<file path="config.mk">
export PLATFORM = sky130hd
export DESIGN_NAME = status_register_transfer_top
export DESIGN_NICKNAME = d
export VERILOG_FILES = /design/src/rtl/core/srt_pkg.sv /design/src/rtl/core/status_register_transfer_top.sv /design/src/rtl/core/srt_state.sv /design/src/rtl/core/srt_exec.sv
export SDC_FILE = /design/constraint.sdc
export NUM_CORES = 1
export LEC_CHECK = 0
export BUFFER_PORTS_ARGS = -buffer_cell sky130_fd_sc_hd__buf_2
export CORE_ASPECT_RATIO = 1.1
export CORE_MARGIN = 2
export CORE_UTILIZATION = 59
export CTS_CLUSTER_DIAMETER = 120
export DETAILED_ROUTE_END_ITERATION = 10
export GPL_TIMING_DRIVEN = 0
export PLACE_DENSITY_LB_ADDON = 0.12
export SYNTH_ARGS = -nofsm -noshare
export SYNTH_HDL_FRONTEND = slang
export SYNTH_SLANG_ARGS = --single-unit
</file>
<file path="constraint.sdc">
create_clock -name clk -period 11.6 [get_ports clk]
set_input_delay 0.58 -clock clk [delete_from_list [all_inputs] [get_ports clk]]
set_output_delay 0.58 -clock clk [all_outputs]
set_load 0.01 [all_outputs]
</file>
<file path="src/rtl/core/srt_pkg.sv">
// Shared types, constants and decode functions for the status register transfer unit.
`default_nettype none

package srt_pkg;

  localparam int unsigned WORD_W     = 32;
  localparam int unsigned BANK_DEPTH = 5;
  localparam int unsigned SLOT_W     = 3;

  localparam logic [WORD_W-1:0] FLAG_BITS    = 32'hF800_0000;
  localparam logic [WORD_W-1:0] CTRL_BITS    = 32'h0000_00DF;
  localparam logic [WORD_W-1:0] STATE_BIT    = 32'h0000_0020;
  localparam logic [WORD_W-1:0] UNALLOC_BITS = 32'h07FF_FF00;
  localparam logic [WORD_W-1:0] RESET_STATUS = 32'h0000_01D3;

  localparam logic [WORD_W-1:0] FIELD_C = 32'h0000_00FF;
  localparam logic [WORD_W-1:0] FIELD_X = 32'h0000_FF00;
  localparam logic [WORD_W-1:0] FIELD_S = 32'h00FF_0000;
  localparam logic [WORD_W-1:0] FIELD_F = 32'hFF00_0000;

  localparam logic FUNC_READ  = 1'b0;
  localparam logic FUNC_WRITE = 1'b1;

  localparam logic [4:0] MODE_USR = 5'h10;
  localparam logic [4:0] MODE_FIQ = 5'h11;
  localparam logic [4:0] MODE_IRQ = 5'h12;
  localparam logic [4:0] MODE_SVC = 5'h13;
  localparam logic [4:0] MODE_ABT = 5'h17;
  localparam logic [4:0] MODE_UND = 5'h1B;

  localparam logic [SLOT_W-1:0] SLOT_FIQ = 3'd0;
  localparam logic [SLOT_W-1:0] SLOT_IRQ = 3'd1;
  localparam logic [SLOT_W-1:0] SLOT_SVC = 3'd2;
  localparam logic [SLOT_W-1:0] SLOT_ABT = 3'd3;
  localparam logic [SLOT_W-1:0] SLOT_UND = 3'd4;

  localparam logic [3:0] REG_PC = 4'd15;

  typedef struct packed {
    logic              valid;
    logic [SLOT_W-1:0] idx;
  } srt_slot_t;

  // State update from one executed instruction
  typedef struct packed {
    logic              cur_we;
    logic [WORD_W-1:0] cur_val;
    logic              bank_we;
    logic [SLOT_W-1:0] bank_idx;
    logic [WORD_W-1:0] bank_val;
  } srt_upd_t;

  typedef struct packed {
    logic              reg_write;
    logic [3:0]        reg_index;
    logic [WORD_W-1:0] reg_value;
    logic [WORD_W-1:0] status_now;
    logic              unpredictable;
  } srt_res_t;

  function automatic srt_slot_t mode_slot(input logic [4:0] mode);
    srt_slot_t s;
    s.valid = 1'b1;
    s.idx   = SLOT_FIQ;
    case (mode)
      MODE_FIQ: s.idx = SLOT_FIQ;
      MODE_IRQ: s.idx = SLOT_IRQ;
      MODE_SVC: s.idx = SLOT_SVC;
      MODE_ABT: s.idx = SLOT_ABT;
      MODE_UND: s.idx = SLOT_UND;
      default:  s.valid = 1'b0;
    endcase
    return s;
  endfunction

  // Zero-extended 8-bit immediate rotated right by twice the rotate field
  function automatic logic [WORD_W-1:0] rot_imm(input logic [7:0] imm,
                                                input logic [3:0] rot);
    logic [2*WORD_W-1:0] dbl;
    logic [4:0]          amt;
    dbl = {{(WORD_W-8){1'b0}}, imm, {(WORD_W-8){1'b0}}, imm};
    amt = {rot, 1'b0};
    return dbl[amt +: WORD_W];
  endfunction

endpackage

`default_nettype wire

</file>
<file path="src/rtl/core/status_register_transfer_top.sv">
// Top level of the status register transfer unit: input stage, execute, result stage.
//
// Executes read-status-to-register and write-to-status instructions against a
// current status word and five banked saved words (fiq, irq, svc, abt, und).
// Throughput is one instruction per clock while the output is drained. An accepted
// transaction is held in the input register and executed there, and its result is
// loaded into the output register once that is empty or being drained. The input
// stalls only while both registers hold a transaction and the output is not drained.
// The status words are updated at the same edge that loads the result, so the next
// instruction already sees them. Reset sets the current word to 0x000001D3 and clears
// the saved words.
`default_nettype none

module status_register_transfer_top
  import srt_pkg::*;
(
  input  wire logic        clk,
  input  wire logic        rst_n,
  input  wire logic        in_tvalid,
  output logic             in_tready,
  input  wire logic [63:0] in_tdata,   // [31:0] instruction, [63:32] reg_operand
  input  wire logic [0:0]  in_tuser,   // [0] func
  output logic             out_tvalid,
  input  wire logic        out_tready,
  output logic [71:0]      out_tdata,  // [3:0] reg_index, [35:4] reg_value,
                                       // [67:36] status_now, [71:68] zero
  output logic [1:0]       out_tuser   // [0] reg_write, [1] unpredictable
);

  logic              in_valid_r;
  logic              func_r;
  logic [WORD_W-1:0] instr_r;
  logic [WORD_W-1:0] regop_r;
  logic              out_valid_r;
  srt_res_t          res_r;

  logic              out_free;
  logic              exec_fire;
  logic [WORD_W-1:0] cur_status;
  srt_slot_t         slot;
  logic [WORD_W-1:0] saved_status;
  srt_upd_t          upd;
  srt_res_t          res_nxt;

  assign out_free  = !out_valid_r || out_tready;
  assign exec_fire = in_valid_r && out_free;
  assign in_tready = !in_valid_r || out_free;

  always_ff @(posedge clk) begin
    if (!rst_n) begin
      in_valid_r <= 1'b0;
    end else if (in_tready) begin
      in_valid_r <= in_tvalid;
    end
  end

  always_ff @(posedge clk) begin
    if (in_tready && in_tvalid) begin
      func_r  <= in_tuser[0];
      instr_r <= in_tdata[31:0];
      regop_r <= in_tdata[63:32];
    end
  end

  srt_state u_state (
    .clk          (clk),
    .rst_n        (rst_n),
    .upd_en       (exec_fire),
    .upd          (upd),
    .cur_status   (cur_status),
    .slot         (slot),
    .saved_status (saved_status)
  );

  srt_exec u_exec (
    .func         (func_r),
    .instruction  (instr_r),
    .reg_operand  (regop_r),
    .cur_status   (cur_status),
    .slot         (slot),
    .saved_status (saved_status),
    .upd          (upd),
    .res          (res_nxt)
  );

  // advance the result register whenever it is empty or being drained
  always_ff @(posedge clk) begin
    if (!rst_n) begin
      out_valid_r <= 1'b0;
    end else if (out_free) begin
      out_valid_r <= in_valid_r;
    end
  end

  always_ff @(posedge clk) begin
    if (exec_fire) begin
      res_r <= res_nxt;
    end
  end

  assign out_tvalid = out_valid_r;
  assign out_tdata  = {4'b0000, res_r.status_now, res_r.reg_value, res_r.reg_index};
  assign out_tuser  = {res_r.unpredictable, res_r.reg_write};

endmodule

`default_nettype wire

</file>
<file path="src/rtl/core/srt_state.sv">
// Current status word and banked saved status words.
`default_nettype none

module srt_state
  import srt_pkg::*;
(
  input  wire logic              clk,
  input  wire logic              rst_n,
  input  wire logic              upd_en,
  input  wire srt_upd_t          upd,
  output logic      [WORD_W-1:0] cur_status,
  output srt_slot_t              slot,
  output logic      [WORD_W-1:0] saved_status
);

  logic [WORD_W-1:0] cur_r;
  logic [WORD_W-1:0] bank_r [BANK_DEPTH];

  always_ff @(posedge clk) begin
    if (!rst_n) begin
      cur_r <= RESET_STATUS;
      for (int i = 0; i < BANK_DEPTH; i++) begin
        bank_r[i] <= '0;
      end
    end else if (upd_en) begin
      if (upd.cur_we) begin
        cur_r <= upd.cur_val;
      end
      if (upd.bank_we) begin
        bank_r[upd.bank_idx] <= upd.bank_val;
      end
    end
  end

  assign cur_status   = cur_r;
  assign slot         = mode_slot(cur_r[4:0]);
  assign saved_status = slot.valid ? bank_r[slot.idx] : '0;

endmodule

`default_nettype wire

</file>
<file path="src/rtl/core/srt_exec.sv">
// Execute logic for one read-status or write-status instruction.
`default_nettype none

module srt_exec
  import srt_pkg::*;
(
  input  wire logic              func,
  input  wire logic [WORD_W-1:0] instruction,
  input  wire logic [WORD_W-1:0] reg_operand,
  input  wire logic [WORD_W-1:0] cur_status,
  input  wire srt_slot_t         slot,
  input  wire logic [WORD_W-1:0] saved_status,
  output srt_upd_t               upd,
  output srt_res_t               res
);

  logic              use_saved;
  logic              use_imm;
  logic [WORD_W-1:0] operand;
  logic [WORD_W-1:0] fields;
  logic [WORD_W-1:0] mask;
  logic              unpred;

  assign use_saved = instruction[22];
  assign use_imm   = instruction[25];
  assign operand   = use_imm ? rot_imm(instruction[7:0], instruction[11:8]) : reg_operand;

  always_comb begin
    fields = '0;
    if (instruction[16]) fields = fields | FIELD_C;
    if (instruction[17]) fields = fields | FIELD_X;
    if (instruction[18]) fields = fields | FIELD_S;
    if (instruction[19]) fields = fields | FIELD_F;
  end

  always_comb begin
    upd      = '0;
    upd.bank_idx = slot.idx;
    res      = '0;
    mask     = '0;
    unpred   = 1'b0;
    if (func == FUNC_READ) begin
      res.reg_write = 1'b1;
      res.reg_index = instruction[15:12];
      if (instruction[15:12] == REG_PC) unpred = 1'b1;
      if (use_saved) begin
        res.reg_value = saved_status;
        if (!slot.valid) unpred = 1'b1;
      end else begin
        res.reg_value = cur_status;
      end
    end else begin
      if ((operand & UNALLOC_BITS) != '0) unpred = 1'b1;
      if (use_saved) begin
        if (slot.valid) begin
          mask         = fields & (FLAG_BITS | CTRL_BITS | STATE_BIT);
          upd.bank_we  = 1'b1;
          upd.bank_val = (saved_status & ~mask) | (operand & mask);
        end else begin
          unpred = 1'b1;
        end
      end else begin
        if (cur_status[4:0] != MODE_USR) begin
          // privileged: control bits too, but never the state bit
          if ((operand & STATE_BIT) == '0) begin
            mask = fields & (FLAG_BITS | CTRL_BITS);
          end else begin
            unpred = 1'b1;
          end
        end else begin
          mask = fields & FLAG_BITS;
        end
        upd.cur_we  = 1'b1;
        upd.cur_val = (cur_status & ~mask) | (operand & mask);
      end
    end
    res.status_now    = upd.cur_we ? upd.cur_val : cur_status;
    res.unpredictable = unpred;
  end

endmodule

`default_nettype wire

</file>
==> run summary, run 1 <==
Synthesized instance count -> 999
Final design utilization -> 70.6%
Hold Path Class -> in2reg
Post-synth EDFFs -> 283
Site Rows -> 57
CTS tree -> built
P_sw -> 0.560 mW
Drt via density -> 5.94
Core area -> 22000 um^2
Ports -> 145
# nets final -> 1236
Routability cong. -> 0.904
Ant diodes -> 0
Placed insts -> 1426
Setup CP Type -> reg2reg
WP data required -> 11620 ps
Vias in the first global route -> 8595
Hold_ws -> 246 ps
Syn Std Cell Area -> 13200 um^2
DR iter-0 viols -> 875
DP Area -> 14300 um^2
Place WS -> 7300 ps
Crit path max fanout -> 75
Peak supply drop -> 0.000170 V
FMAX -> 0.252 GHz
Postcts setup bufs -> 0
Die Span Y -> 161 um
Netlist cell types -> 56
Comb pwr share -> 6.7%
Switching Fraction -> 21.0%
Clock Latency Late Sink -> 510 ps
Final setup margin -> 7630 ps
Maximum clock path buffer count -> 3
Synth Register Bits -> 317
Final slew viol count -> 0
Layout cell share with drive strength beyond 1 -> 24.5%
Fillers -> 1558
Endpoints failing hold -> 0
CTS root buf -> clkbuf_16
Critical path startpoint -> out_tvalid
Static Leakage -> 5.55 nW
RSZ-0062 raised after global routing -> false
Clock Skews -> 8.53 ps
Critical Path Start Type -> flop
Slew at the pin with the worst max-slew slack -> 974 ps
Cells on worst reg2reg path -> 7
Avg Cell Area, Syn -> 13.3 um^2
Crit path DAT -> 3990 ps
Synth warn -> 0
Clk slew on worst S/H paths -> 60 ps
DRC -> 0
Reg2reg start -> out_tvalid
Pre-antenna DRT Iters -> 5
Register share of total power -> 48.9%
Total power -> 2.67 mW
Max Cap Viol -> 0
Slew headroom -> 34.8%
Final ANT Viol Nets -> 0
WL/cell -> 20.5 um
Fin crit share -> 34.2%
Worst setup EP type -> flop
Seq/Total Area, Yosys -> 69.3%
WL final -> 30400 um
H-Tree Level Count -> 2
Setup violations, final -> 0
Status -> finished, final reports clean
Initial antenna violation count -> 0
Area grow syn2layout -> 17.5%
HP Start -> in_tdata[33]
Tmin final -> 3970 ps
Fin cells -> 1487
Resized cells post-CTS -> 0
Via Count -> 8830
Int Pwr -> 2.11 mW
Min-Delay Path Depth -> 1
Post-CTS Hold Fix Bufs -> 0
Power Density -> 171 nW/um^2
Clock Power Share -> 44.4%
Total negative slack -> 0 ps
Gr ovfl total -> 0
Largest net degree at the start of global routing -> 76
Total track usage -> 26.2%
Fin area -> 15600 um^2
Final HPWL DP -> 19500 um
Starting Density -> 60.1%
Num CTS Buffers -> 34
Synth async-reset ratio -> 0%
Ys flop type -> edfxtp_1
Die area -> 23700 um^2
I/O Buffers -> 127
Die X -> 147 um
Clock Sinks -> 317
First-pass GRT wire length -> 47600 um
registers in the layout, summed over array words and instances (netlist names):
name	flops
u_state.cur_status	32
instr_r	20
out_tuser	2
u_state.bank_r	160
out_tvalid	1
out_tdata	68
func_r	1
in_valid_r	1
regop_r	32
worst max-delay path: stages, from the launching register on:
cell,delay [ps]
dfxtp_1,320
nor2b_1,240
nand2b_1,150
clkbuf_1,480
inv_4,500
nand4_1,480
clkbuf_1,530
nand2_2,720
synth_stat cells, drive strengths merged, types with 7 or more instances:
cell type    n  area share (%)
edfxtp     283              64
nor2       209             5.9
clkbuf      67             1.9
nand2       49             1.4
mux2i       46             3.6
o221a       39             3.3
dfxtp       34             5.1
or3         34             1.6
buf         23            0.98
a22oi       22             1.2
and2        22             1.0
mux2        16             1.4
a21oi       14            0.53
inv         14            0.40
nor2b       14            0.66
a211oi      13             1.1
o221ai      13            0.86
nand4       10            0.47
o21ai       10            0.38
nand3        7            0.26
nor3         7            0.43
final cells by class:
class	count	area (um^2)	share of cell area, %
multi-input cells	581	3660	23.5
inverters	14	55.1	0.354
plain buffers	90	382	2.45
well taps	295	369	2.37
clock buffers	46	987	6.34
flip-flops and latches	317	9180	59.0
clock inverters	15	263	1.69
repair buffers	129	676	4.34
power by group through the flow:
stage          clock network (mW)  registers [mW]  logic [mW]
5_1_grt                      1.24            1.31       0.195
3_5_place_dp                    0            1.33       0.179
3_3_place_gp                    0            1.33       0.174
2_1_floorplan                   0            1.33       0.107
4_1_cts                      1.20            1.30       0.180
6_report                     1.18            1.30       0.179
placed cells by master (no fill, tap or decap), types with 14 or more instances in the layout:
cell type,netlist,final
mux2i_1,42,42
nor2_1,208,208
mux2_2,16,16
a22oi_1,22,22
edfxtp_1,283,283
nor2b_1,14,14
clkbuf_1,67,71
clkbuf_16,0,35
and2_1,22,21
nand2_1,49,44
a21oi_1,14,14
dfxtp_1,34,34
buf_2,14,141
o221a_2,39,39
or3_1,34,34
cell families after synthesis:
logic type      after synthesis  synth area share (%)
buf+inv                     104                  3.28
xor+xnor                      1                0.0661
compound gates              145                  9.71
simple gates                369                  12.7
mux                          62                  4.95
other cells                   1                0.0283
flops                       317                  69.3
layer usage:
layer / global-route usage (%) / wire length (um) / up-vias
li1: - / - / 4040
met1: 36.9 / 12700 / 4314
met2: 42.0 / 14500 / 406
met3: 4.21 / 2370 / 70
met4: 9.44 / 829 / 0
met5: 0 / 0 / -
path summary, 6_finish.rpt:
kind / end / slack [ps]
max: u_state.bank_r[1][3] / 7630
min: regop_r[1] / 250
min reg2reg: u_state.cur_status[8] / 480
max reg2reg: u_state.bank_r[1][3] / 7630
Note: power is estimated with default switching activity, not from simulation.
==> run 2, diff against run 1 <==
--- a/config.mk
+++ b/config.mk
@@ -8,7 +8,7 @@
 export BUFFER_PORTS_ARGS = -buffer_cell sky130_fd_sc_hd__buf_2
 export CORE_ASPECT_RATIO = 1.1
 export CORE_MARGIN = 2
-export CORE_UTILIZATION = 59
+export CORE_UTILIZATION = 52
 export CTS_CLUSTER_DIAMETER = 120
 export DETAILED_ROUTE_END_ITERATION = 10
 export GPL_TIMING_DRIVEN = 0
==> constraint.sdc (replaced) <==
create_clock -name clk -period 3.3 [get_ports clk]
set_input_delay 0.165 -clock clk [delete_from_list [all_inputs] [get_ports clk]]
set_output_delay 0.165 -clock clk [all_outputs]
set_load 0.01 [all_outputs]
==> run 2 against run 1 <==
Flip-flop and latch count stayed put; fmax up 28%; non-clock buffer count increased by 55; critical path type unchanged; worst hold slack worse by 200 ps.
==> run summary, run 2 (synthesis gave the netlist of run 1 again) <==
Hold_ws -> 50.0 ps (was 246 ps)
Biggest register -> u_state.bank_r (unchanged)
Total track usage -> 24.1% (was 26.2%)
Critical path startpoint -> u_state.cur_status[4] (was out_tvalid)
Die Span Y -> 171 um (was 161 um)
Crit path DAT -> 3230 ps (was 3990 ps)
DP Area -> 14400 um^2 (was 14300 um^2)
Worst setup EP type -> flop (unchanged)
Fin crit share -> 93.8% (was 34.2%)
FMAX -> 0.323 GHz (was 0.252 GHz)
Power Density -> 562 nW/um^2 (was 171 nW/um^2)
Status -> finished, final reports clean (unchanged)
Fin cells -> 1563 (was 1487)
Place WS -> -514 ps (was 7300 ps)
Clock Power Share -> 41.7% (was 44.4%)
Tmin final -> 3100 ps (was 3970 ps)
Commonest non-fill, non-tap cell in the layout -> edfxtp_1 (unchanged)
Slew headroom -> 28.5% (was 34.8%)
Core area -> 25200 um^2 (was 22000 um^2)
RSZ-0062 raised after global routing -> false (unchanged)
I/O Buffers -> 127 (unchanged)
Setup CP Type -> reg2reg (unchanged)
Vias in the first global route -> 8785 (was 8595)
Most frequent cells in the layout -> edfxtp_1 (283), nor2_1 (208), buf_2 (141) (unchanged)
Via Count -> 8924 (was 8830)
WL/cell -> 20.4 um (was 20.5 um)
H-Tree Level Count -> 2 (unchanged)
Peak supply drop -> 0.000459 V (was 0.000170 V)
P_sw -> 1.97 mW (was 0.560 mW)
Clock Skews -> 14.1 ps (was 8.53 ps)
Final slew viol count -> 0 (unchanged)
First-pass GRT wire length -> 48900 um (was 47600 um)
Routability cong. -> 0.892 (was 0.904)
Maximum clock path buffer count -> 3 (unchanged)
Drt via density -> 5.71 (was 5.94)
Hold Path Class -> in2reg (unchanged)
Int Pwr -> 7.06 mW (was 2.11 mW)
Pre-antenna DRT Iters -> 6 (was 5)
HP Start -> out_tready (was in_tdata[33])
Final setup margin -> 204 ps (was 7630 ps)
Final design utilization -> 63.8% (was 70.6%)
Placed insts -> 1446 (was 1426)
WL final -> 31900 um (was 30400 um)
DRC -> 0 (unchanged)
Largest net degree at the start of global routing -> 41 (was 76)
Starting Density -> 52.6% (was 60.1%)
DR iter-0 viols -> 740 (was 875)
Setup violations, final -> 0 (unchanged)
Fin area -> 16100 um^2 (was 15600 um^2)
Register share of total power -> 50.7% (was 48.9%)
Ports -> 145 (unchanged)
Gr ovfl total -> 0 (unchanged)
Critical Path Start Type -> flop (unchanged)
Max Cap Viol -> 0 (unchanged)
Reg2reg start -> u_state.cur_status[4] (was out_tvalid)
Slew at the pin with the worst max-slew slack -> 1070 ps (was 974 ps)
Endpoints failing hold -> 0 (unchanged)
Clock Sinks -> 317 (unchanged)
CTS tree -> built (unchanged)
Ant diodes -> 0 (unchanged)
Crit path max fanout -> 32 (was 75)
Die area -> 26800 um^2 (was 23700 um^2)
Final HPWL DP -> 20400 um (was 19500 um)
Largest register FFs -> 160 (unchanged)
Num CTS Buffers -> 34 (unchanged)
Layout cell share with drive strength beyond 1 -> 23.5% (was 24.5%)
Initial antenna violation count -> 0 (unchanged)
WP data required -> 3440 ps (was 11620 ps)
Final ANT Viol Nets -> 0 (unchanged)
Clock Latency Late Sink -> 500 ps (was 510 ps)
# nets final -> 1292 (was 1236)
Die X -> 156 um (was 147 um)
Switching Fraction -> 21.8% (was 21.0%)
CTS root buf -> clkbuf_16 (unchanged)
Clk slew on worst S/H paths -> 60 ps (about the same)
Area grow syn2layout -> 21.3% (was 17.5%)
Comb pwr share -> 7.6% (was 6.7%)
Static Leakage -> 5.74 nW (was 5.55 nW)
Site Rows -> 61 (was 57)
==> run 2: changes by cell type in the layout (fill, tap and decap cells not counted), sizes merged <==
cell,previous run,this run
buf,152,153
clkbuf,113,121
dlygate4sd3,0,54
bufinv,7,1
inv,15,14
==> run 2: timing repair <==
action	CTS	global route
gates resized for setup	0	2
endpoints found under the setup margin	275	64
pin swaps	0	0
hold buffers	54	0
hold endpoints to repair	54	0
setup buffers	1	0
cloned	1	0
==> run 2: worst max-delay path, cell delays in order, from the launching register on <==
cell      delay (ps)
dfxtp_1          500
nand2_1          180
o32a_1           480
nor3_2           360
nand4_1          370
clkbuf_2         350
nand2_4          470
==> run 2: path summary, 6_finish.rpt <==
check | end | depth (start not counted) | slack, ps
max reg2reg | u_state.bank_r[3][8] | 6 | 200
min | out_tvalid | 3 | 50
max | u_state.bank_r[3][8] | 6 | 200
min reg2reg | u_state.cur_status[8] | 1 | 470
==> run 2: power by group through the flow <==
stage,Clock [mW],Sequential (mW),Combinational (mW)
after floorplan,0,4.67,0.381
after global placement,0,4.66,0.618
after detailed placement,0,4.66,0.631
after CTS,3.80,4.58,0.687
after global routing,3.95,4.59,0.748
final,3.76,4.58,0.690
==> run 2: per-stage QoR <==
step	power [mW]	TNS (ps)
CTS	9.07	0
global route	9.29	0
detailed placement	5.29	-84510
finish	9.03	0
floorplan	5.05	0
global placement	5.28	-309370
==> run 2: layout make-up <==
type / count / area, um^2
repair inverters: 1 / 5.00
flip-flops and latches: 317 / 9180
plain buffers: 90 / 389
repair buffers: 184 / 1220
well taps: 315 / 394
fillers: 1950 / 9120
inverters: 14 / 56.3
multi-input cells: 581 / 3700
clock buffers: 54 / 1060
clock inverters: 7 / 60.1
==> run 2: layer usage <==
metal / global-route usage [%] / routed length [um] / up-vias
met4: 9.29 / 1230 / 0
met2: 39.6 / 15200 / 331
met1: 32.6 / 13500 / 4369
met5: 0 / 0 / -
li1: - / - / 4157
met3: 3.75 / 1960 / 67
